**src/rtl/poct_pkg.sv**
```systemverilog
// Package for the priority-ordered completion table.
// Holds the field widths, command and status codes, and the entry and state types.
package poct_pkg;

    localparam int P_DEPTH     = 16;
    localparam int TAG_W       = 24;
    localparam int PRIO_W      = 8;
    localparam int BURST_W     = 16;
    localparam int COMP_W      = 20;
    localparam int STATUS_W    = 2;

    localparam logic [COMP_W-1:0] COMPLETION_MAX = {COMP_W{1'b1}};

    localparam logic CMD_INSERT = 1'b0;
    localparam logic CMD_LIST   = 1'b1;

    localparam logic [STATUS_W-1:0] ST_OK    = 2'd0;
    localparam logic [STATUS_W-1:0] ST_FULL  = 2'd1;
    localparam logic [STATUS_W-1:0] ST_EMPTY = 2'd2;

    typedef struct packed {
        logic [TAG_W-1:0]   tag;
        logic [PRIO_W-1:0]  prio;
        logic [BURST_W-1:0] burst;
    } t_entry;

    typedef enum logic [3:0] {
        S_IDLE  = 4'b0001,
        S_SHIFT = 4'b0010,
        S_START = 4'b0100,
        S_LIST  = 4'b1000
    } t_state;

endpackage

```
**src/rtl/poct_intf.sv**
```systemverilog
// Channel interfaces of the priority-ordered completion table: job in, entry out.
// Depends on poct_pkg for the field widths.
interface poct_job_if import poct_pkg::*; ();
    logic               valid;
    logic               ready;
    logic               cmd;
    logic [TAG_W-1:0]   job_tag;
    logic [PRIO_W-1:0]  job_priority;
    logic [BURST_W-1:0] job_burst;

    modport source (output valid, cmd, job_tag, job_priority, job_burst, input ready);
    modport sink   (input valid, cmd, job_tag, job_priority, job_burst, output ready);
endinterface

interface poct_entry_if import poct_pkg::*; ();
    logic                valid;
    logic                ready;
    logic [TAG_W-1:0]    entry_tag;
    logic [PRIO_W-1:0]   entry_priority;
    logic [BURST_W-1:0]  entry_burst;
    logic [COMP_W-1:0]   entry_completion;
    logic [STATUS_W-1:0] status;
    logic                last;

    modport source (output valid, entry_tag, entry_priority, entry_burst, entry_completion,
                    status, last, input ready);
    modport sink   (input valid, entry_tag, entry_priority, entry_burst, entry_completion,
                    status, last, output ready);
endinterface

```
**src/rtl/poct_ram.sv**
```systemverilog
// Generic single-write, single-read synchronous RAM with registered read data.
// Read data holds while no read is enabled. No dependencies.
module poct_ram #(
    parameter int WIDTH = 8,
    parameter int DEPTH = 16
) (
    input  logic                     i_clk,
    input  logic                     i_we,
    input  logic [$clog2(DEPTH)-1:0] i_waddr,
    input  logic [WIDTH-1:0]         i_wdata,
    input  logic                     i_re,
    input  logic [$clog2(DEPTH)-1:0] i_raddr,
    output logic [WIDTH-1:0]         o_rdata
);

    logic [WIDTH-1:0] r_mem [DEPTH];
    logic [WIDTH-1:0] r_rdata;

    always_ff @(posedge i_clk) begin
        if (i_we) begin
            r_mem[i_waddr] <= i_wdata;
        end
        if (i_re) begin
            r_rdata <= r_mem[i_raddr];
        end
    end

    assign o_rdata = r_rdata;

endmodule

```
**src/rtl/priority_ordered_completion_table.sv**
```systemverilog
// Priority-ordered completion table: sorted job store in one RAM, walked per command.
// Insert: accept, then move each entry of greater priority value up one slot and place the
// job in the freed slot; start: read the first entry; list: one beat per cycle while the
// output is not stalled. A new command is accepted once the last beat is registered.
// Reset clears the state, the entry count and the output valid; the RAM is not cleared.
// Depends on poct_pkg, poct_intf and poct_ram.
module priority_ordered_completion_table import poct_pkg::*; #(
    parameter int DEPTH = P_DEPTH
) (
    input  logic          i_clk,
    input  logic          i_rst_n,
    poct_job_if.sink      i_job,
    poct_entry_if.source  o_entry
);

    localparam int AW = $clog2(DEPTH);
    localparam int CW = $clog2(DEPTH + 1);

    t_state               r_state, n_state;
    logic [CW-1:0]        r_count, n_count;
    logic [AW-1:0]        r_k, n_k;
    logic [AW-1:0]        r_idx, n_idx;
    t_entry               r_job, n_job;
    logic [STATUS_W-1:0]  r_status, n_status;
    logic [COMP_W-1:0]    r_sum, n_sum;

    logic                 r_ovalid, n_ovalid;
    t_entry               r_oent, n_oent;
    logic [COMP_W-1:0]    r_ocomp, n_ocomp;
    logic [STATUS_W-1:0]  r_ostat, n_ostat;
    logic                 r_olast, n_olast;

    logic                 ram_we, ram_re;
    logic [AW-1:0]        ram_waddr, ram_raddr;
    t_entry               ram_wdata;
    logic [$bits(t_entry)-1:0] ram_rdata;
    t_entry               rd;

    logic                 out_free;
    logic [COMP_W:0]      sum_ext;
    logic [COMP_W-1:0]    sum_sat;
    logic                 is_last;

    poct_ram #(
        .WIDTH ($bits(t_entry)),
        .DEPTH (DEPTH)
    ) u_store (
        .i_clk   (i_clk),
        .i_we    (ram_we),
        .i_waddr (ram_waddr),
        .i_wdata (ram_wdata),
        .i_re    (ram_re),
        .i_raddr (ram_raddr),
        .o_rdata (ram_rdata)
    );

    assign rd       = t_entry'(ram_rdata);
    assign out_free = !r_ovalid || o_entry.ready;
    assign sum_ext  = {1'b0, r_sum} + (COMP_W + 1)'(rd.burst);
    assign sum_sat  = sum_ext[COMP_W] ? COMPLETION_MAX : sum_ext[COMP_W-1:0];
    assign is_last  = (CW'(r_idx) + CW'(1)) == r_count;

    always_comb begin
        n_state   = r_state;
        n_count   = r_count;
        n_k       = r_k;
        n_idx     = r_idx;
        n_job     = r_job;
        n_status  = r_status;
        n_sum     = r_sum;
        n_ovalid  = r_ovalid && !o_entry.ready;
        n_oent    = r_oent;
        n_ocomp   = r_ocomp;
        n_ostat   = r_ostat;
        n_olast   = r_olast;
        ram_we    = 1'b0;
        ram_waddr = '0;
        ram_wdata = r_job;
        ram_re    = 1'b0;
        ram_raddr = '0;

        case (r_state)
            S_IDLE: begin
                if (i_job.valid) begin
                    n_job.tag   = i_job.job_tag;
                    n_job.prio  = i_job.job_priority;
                    n_job.burst = i_job.job_burst;
                    if (i_job.cmd == CMD_INSERT && r_count != CW'(DEPTH)) begin
                        n_status = ST_OK;
                        n_k      = r_count[AW-1:0];
                        if (r_count != '0) begin
                            ram_re    = 1'b1;
                            ram_raddr = AW'(r_count - CW'(1));
                        end
                        n_state = S_SHIFT;
                    end else begin
                        n_status = (i_job.cmd == CMD_INSERT) ? ST_FULL : ST_OK;
                        n_state  = S_START;
                    end
                end
            end
            S_SHIFT: begin
                if (r_k == '0) begin
                    ram_we    = 1'b1;
                    ram_waddr = '0;
                    ram_wdata = r_job;
                    n_count   = r_count + CW'(1);
                    n_state   = S_START;
                end else if (rd.prio > r_job.prio) begin
                    ram_we    = 1'b1;
                    ram_waddr = r_k;
                    ram_wdata = rd;
                    n_k       = r_k - AW'(1);
                    if (r_k != AW'(1)) begin
                        ram_re    = 1'b1;
                        ram_raddr = r_k - AW'(2);
                    end
                end else begin
                    ram_we    = 1'b1;
                    ram_waddr = r_k;
                    ram_wdata = r_job;
                    n_count   = r_count + CW'(1);
                    n_state   = S_START;
                end
            end
            S_START: begin
                if (r_count == '0) begin
                    if (out_free) begin
                        n_ovalid = 1'b1;
                        n_oent   = '0;
                        n_ocomp  = '0;
                        n_ostat  = ST_EMPTY;
                        n_olast  = 1'b1;
                        n_state  = S_IDLE;
                    end
                end else begin
                    ram_re    = 1'b1;
                    ram_raddr = '0;
                    n_idx     = '0;
                    n_sum     = '0;
                    n_state   = S_LIST;
                end
            end
            S_LIST: begin
                if (out_free) begin
                    n_ovalid = 1'b1;
                    n_oent   = rd;
                    n_ocomp  = sum_sat;
                    n_ostat  = r_status;
                    n_olast  = is_last;
                    n_sum    = sum_sat;
                    if (is_last) begin
                        n_state = S_IDLE;
                    end else begin
                        ram_re    = 1'b1;
                        ram_raddr = r_idx + AW'(1);
                        n_idx     = r_idx + AW'(1);
                    end
                end
            end
            default: begin
                n_state = S_IDLE;
            end
        endcase
    end

    always_ff @(posedge i_clk) begin
        if (!i_rst_n) begin
            r_state  <= S_IDLE;
            r_count  <= '0;
            r_ovalid <= 1'b0;
        end else begin
            r_state  <= n_state;
            r_count  <= n_count;
            r_ovalid <= n_ovalid;
        end
    end

    always_ff @(posedge i_clk) begin
        r_k      <= n_k;
        r_idx    <= n_idx;
        r_job    <= n_job;
        r_status <= n_status;
        r_sum    <= n_sum;
        r_oent   <= n_oent;
        r_ocomp  <= n_ocomp;
        r_ostat  <= n_ostat;
        r_olast  <= n_olast;
    end

    assign i_job.ready              = (r_state == S_IDLE);
    assign o_entry.valid            = r_ovalid;
    assign o_entry.entry_tag        = r_oent.tag;
    assign o_entry.entry_priority   = r_oent.prio;
    assign o_entry.entry_burst      = r_oent.burst;
    assign o_entry.entry_completion = r_ocomp;
    assign o_entry.status           = r_ostat;
    assign o_entry.last             = r_olast;

    a_no_rw_overlap: assert property (@(posedge i_clk) disable iff (!i_rst_n)
        (ram_we && ram_re) |-> (ram_waddr != ram_raddr))
        else $error("RAM read and write hit the same entry");

    a_count_bound: assert property (@(posedge i_clk) disable iff (!i_rst_n)
        r_count <= CW'(DEPTH))
        else $error("entry count beyond table depth");

    a_count_step: assert property (@(posedge i_clk) disable iff (!i_rst_n)
        !$stable(r_count) |-> (r_count == $past(r_count) + CW'(1)))
        else $error("entry count moved by other than one");

    a_shift_room: assert property (@(posedge i_clk) disable iff (!i_rst_n)
        (r_state == S_SHIFT) |-> (r_count < CW'(DEPTH)))
        else $error("insert walk started on a full table");

    a_load_free: assert property (@(posedge i_clk) disable iff (!i_rst_n)
        (r_ovalid && !o_entry.ready) |=> (r_ovalid && $stable(r_ocomp)))
        else $error("held beat overwritten");

endmodule

```
**src/flat_wrapper.sv**
```systemverilog
// flat-port wrapper written by rule: the top's interface ports become plain ports
module priority_ordered_completion_table_flat import poct_pkg::*;
#(
    parameter int DEPTH = P_DEPTH
)
  (i_clk, i_rst_n, i_job_valid, i_job_cmd, i_job_job_tag, i_job_job_priority, i_job_job_burst, i_job_ready, o_entry_valid, o_entry_entry_tag, o_entry_entry_priority, o_entry_entry_burst, o_entry_entry_completion, o_entry_status, o_entry_last, o_entry_ready);
  poct_job_if i_job_i ();
  poct_entry_if o_entry_i ();
  input  logic i_clk;
  input  logic i_rst_n;
  input wire logic [$bits(i_job_i.valid)-1:0] i_job_valid;
  input wire logic [$bits(i_job_i.cmd)-1:0] i_job_cmd;
  input wire logic [$bits(i_job_i.job_tag)-1:0] i_job_job_tag;
  input wire logic [$bits(i_job_i.job_priority)-1:0] i_job_job_priority;
  input wire logic [$bits(i_job_i.job_burst)-1:0] i_job_job_burst;
  output wire logic [$bits(i_job_i.ready)-1:0] i_job_ready;
  output wire logic [$bits(o_entry_i.valid)-1:0] o_entry_valid;
  output wire logic [$bits(o_entry_i.entry_tag)-1:0] o_entry_entry_tag;
  output wire logic [$bits(o_entry_i.entry_priority)-1:0] o_entry_entry_priority;
  output wire logic [$bits(o_entry_i.entry_burst)-1:0] o_entry_entry_burst;
  output wire logic [$bits(o_entry_i.entry_completion)-1:0] o_entry_entry_completion;
  output wire logic [$bits(o_entry_i.status)-1:0] o_entry_status;
  output wire logic [$bits(o_entry_i.last)-1:0] o_entry_last;
  input wire logic [$bits(o_entry_i.ready)-1:0] o_entry_ready;
  assign i_job_i.valid = i_job_valid;
  assign i_job_i.cmd = i_job_cmd;
  assign i_job_i.job_tag = i_job_job_tag;
  assign i_job_i.job_priority = i_job_job_priority;
  assign i_job_i.job_burst = i_job_job_burst;
  assign i_job_ready = i_job_i.ready;
  assign o_entry_valid = o_entry_i.valid;
  assign o_entry_entry_tag = o_entry_i.entry_tag;
  assign o_entry_entry_priority = o_entry_i.entry_priority;
  assign o_entry_entry_burst = o_entry_i.entry_burst;
  assign o_entry_entry_completion = o_entry_i.entry_completion;
  assign o_entry_status = o_entry_i.status;
  assign o_entry_last = o_entry_i.last;
  assign o_entry_i.ready = o_entry_ready;
  priority_ordered_completion_table #(.DEPTH(DEPTH)) u_core (.i_clk(i_clk), .i_rst_n(i_rst_n), .i_job(i_job_i), .o_entry(o_entry_i));
endmodule
```
**config.mk**
```make
export PLATFORM = sky130hd
export DESIGN_NAME = priority_ordered_completion_table_flat
export DESIGN_NICKNAME = d
export VERILOG_FILES = /design/src/rtl/poct_pkg.sv /design/src/rtl/poct_intf.sv /design/src/rtl/poct_ram.sv /design/src/rtl/priority_ordered_completion_table.sv /design/src/flat_wrapper.sv
export SDC_FILE = /design/constraint.sdc
export NUM_CORES = 1
export LEC_CHECK = 0
export BUFFER_PORTS_ARGS = -buffer_cell sky130_fd_sc_hd__buf_2
export CAP_MARGIN = 10
export CORE_ASPECT_RATIO = 0.8
export CORE_MARGIN = 4
export CORE_UTILIZATION = 60
export CTS_CLUSTER_SIZE = 30
export DETAILED_ROUTE_END_ITERATION = 8
export GPL_TIMING_DRIVEN = 0
export MAX_ROUTING_LAYER = met4
export PLACE_DENSITY = 0.89
export SETUP_SLACK_MARGIN = 0.1
export SYNTH_ARGS = -nofsm -noshare
export SYNTH_HDL_FRONTEND = slang
export SYNTH_SLANG_ARGS = --single-unit
```
**constraint.sdc**
```tcl
create_clock -name i_clk -period 18.9 [get_ports i_clk]
set_input_delay 1.89 -clock i_clk [delete_from_list [all_inputs] [get_ports i_clk]]
set_output_delay 1.89 -clock i_clk [all_outputs]
set_load 0.005 [all_outputs]
```
==> impl_metrics.yaml <==
run_status:
  status: "completed"
cts:
  postCtsHoldBufs: 0
  post-cts-setup-buffers: 0
  cts_buffers: 89
  clk_pin_slew_ps: 60
  cts_buffer_depth: 3
  cts_resized: 0
  h-tree-depth: 3
  cts-root-buf: "clkbuf_16"
  cts_tree: "done"
  clkLatencyLatePin_ps: 660
  numClockSinks: 974
floorplanning:
  design.die.area_um2: 70920
  fp-row-count: 84
  pin_count: 126
  core_um2: 65900
  die_y_um: 239
  start_util_pct: 60.73
  die-width_um: 296.8
worst_hold_path:
  hold_path_depth: 1
  hold_end: "u_core.o_entry.status[0]"
  min_from: "u_core.r_status[0]"
  hold_path.class: "reg -> reg"
timing:
  drv_slew: 0
  finalCritPeriodShare_pct: 27.50
  worstMarginPinSlew_ps: 1412
  setup_ws_ps: 13700
  hold_viol_final: 0
  rsz0062_at_grt: "no"
  period_minus_slack_ps: 5197
  fmax_mhz: 192.4
  finalClockSkew_ps: 24.36
  fin_setup_tns_ps: 0
  setup_violations: 0
  slew-limit-headroom_pct: 5.380
grt:
  grt_pass1_wl_mm: 162.0
  gr-total-overflow: 0
  grt_pass1_vias: 26060
  grt_util_all_layers_pct: 31.23
  antenna_found_initial: 3
  grt_max_degree: 50
route:
  wire_per_inst_um: 28.20
  routed_via_density: 6.919
  route.vias.total: 26780
  antenna_left: 0
  drt_pre_antenna_iters: 7
  wl_mm: 109.2
  post-route-drc-count: 0
  drtIter0Drc: 3995
placed_design:
  portBuffers: 125
  gp_congestion: 0.9504
  dpl_cell_area_um2: 42600
  post-place-ws_ps: 13290
  post-dp-hpwl_mm: 72.45
worst_setup_path:
  ff2ff_path_depth: 11
  cp-end-kind: "flip-flop"
  path_class: "in -> reg"
  rrSetupSlack_ps: 13830
  crit_fanout: 10
  startpoint_type: "input port"
  critical_path_required_ps: 19280
  r2r-end: "u_core.u_store.o_rdata[44]"
  arrival_ps: 5580
  crit-reg2reg-launch: "u_core.u_store.o_rdata[21]"
synth:
  synthFlopType: "edfxtp_1"
  synthDistinctLibCells: 70
  ys_seq_area_share_pct: 72.83
  synth_warnings: 0
  avgSynthCellArea_um2: 15.02
  synthCells: 2665
  synth-edff-count: 964
  netlist_area_um2: 40020
  synth_seq_cells: 974
  syn_nets: 2751
  postSynth.asyncResetShare_pct: 0
layout:
  layout_commonest_cell: "edfxtp_1"
  area_growth_pct: 13.61
  layout_common_cells: "edfxtp_1 (964), nand2_1 (374), o2111ai_1 (179)"
  nets: 3021
  layout-drive-gt1-share_pct: 15.30
  fin_area_um2: 45470
run:
  maxCapViolCount: 0
power:
  p_leak_nw: 15.86
  max-vdd-ir-drop_mv: 0.08677
  power_per_cell_area_nw_per_um2: 99.28
==> where the power goes <==
group / switching, mW / internal (mW)
sequential: 0.0144 / 2.47
clock: 0.784 / 1.00
combinational: 0.185 / 0.0563
total: 0.983 / 3.53
==> metal layers <==
| layer | global-route usage (%) | wire length, um | vias up | part of all wire, % |
|---|---|---|---|---|
| met1 | 40.15 | 38910 | 12990 | 36 |
| li1 | - | - | 11170 | - |
| met2 | 47.83 | 50520 | 2248 | 46 |
| met3 | 7.808 | 14450 | 381 | 13 |
| met4 | 13.85 | 5292 | 0 | 4.8 |
| met5 | - | 0 | - | 0 |
==> final cells by class <==
| type | instances | area (um^2) |
|---|---|---|
| clock inverter | 52 | 524.3 |
| inverter | 72 | 272.8 |
| multi-input combinational | 1418 | 9867 |
| clock buffer | 111 | 2331 |
| tap | 860 | 1076 |
| antenna | 4 | 10.01 |
| fill | 4031 | 20430 |
| timing repair buffer | 179 | 1368 |
| sequential | 974 | 29150 |
| buffer | 201 | 869.6 |
==> cells in the mapped netlist (all sizes together) (2+ instances only) <==
library cell / count / area share (%)
edfxtp: 964 / 72
nand2: 375 / 3.5
o2111ai: 179 / 3.9
clkbuf: 142 / 1.3
mux2i: 105 / 2.6
a31oi: 94 / 1.5
nor4: 89 / 1.4
a32o: 88 / 2.2
inv: 72 / 0.68
nor3: 64 / 1.1
buf: 59 / 0.84
and2: 54 / 0.84
nand4: 51 / 0.80
mux2: 44 / 1.2
nor2: 42 / 0.41
a21oi: 35 / 0.44
ha: 32 / 1.0
o21ai: 30 / 0.38
a32oi: 17 / 0.39
xnor2: 13 / 0.28
xor2: 11 / 0.24
dfxtp: 10 / 0.50
nand3: 10 / 0.15
o21a: 9 / 0.17
a21o: 8 / 0.15
nor2b: 8 / 0.13
nand2b: 7 / 0.11
a211o: 5 / 0.11
a211oi: 5 / 0.11
and3: 4 / 0.063
and4: 4 / 0.088
o31ai: 4 / 0.075
nor4b: 3 / 0.13
o211a: 3 / 0.075
o31a: 3 / 0.066
or4b: 3 / 0.084
a221oi: 2 / 0.059
nor3b: 2 / 0.050
o22ai: 2 / 0.066
==> critical path, cell delays in order <==
cell      delay [ps]
buf_2            100
nor2b_1          340
nor2_1           150
a221oi_2         340
o22ai_4          140
a31o_4           220
buf_6            130
nor3_2          1120
clkbuf_1         750
a32o_1           320
nor3_1            70
==> flip-flops by register name, summed over array words and instances (netlist names), 4 cells and up <==
register,flops
u_core.o_entry.entry_burst,16
u_core.r_state,4
u_core.r_count,5
u_core.r_sum,20
u_core.u_store.o_rdata,48
u_core.o_entry.entry_priority,8
u_core.r_idx,4
u_core.o_entry.entry_tag,24
u_core.o_entry.entry_completion,20
u_core.r_job,48
u_core.u_store.r_mem,768
u_core.r_k,4
==> worst max-delay path by stage <==
stage,from,endpoint,slack [ps],cells past startpoint
2_1_floorplan,o_entry_ready,u_core.o_entry.entry_burst[0],9540,2
3_3_place_gp,o_entry_ready,u_core.o_entry.entry_tag[12],4980,3
3_5_place_dp,o_entry_ready,u_core.u_store.o_rdata[23],13290,11
4_1_cts,o_entry_ready,u_core.u_store.o_rdata[23],13910,11
5_1_grt,o_entry_ready,u_core.u_store.o_rdata[23],13640,11
6_report,o_entry_ready,u_core.u_store.o_rdata[23],13700,11
==> cells by family after synthesis <==
kind of cell,Yosys count,share of synthesized area [%]
xor gates and xnor gates,24,0.5252
and+or+nand+nor,720,8.991
buffers and inverters,273,2.848
AOI/OAI and AO/OA,492,9.889
DFF,974,72.83
muxes,149,3.864
adders and majority gates,33,1.050
==> stage by stage <==
stage	util (%)	power (mW)	std cells	hold WS, ps
6_report	68.99	4.514	3871	527.2
3_5_place_dp	64.65	2.765	3704	515.3
4_1_cts	68.98	4.514	3867	530.0
3_3_place_gp	63.31	2.746	3650	499.0
2_1_floorplan	-	2.658	2665	496.7
5_1_grt	68.99	4.635	3870	552.0
(Power assumes the default switching activity.)
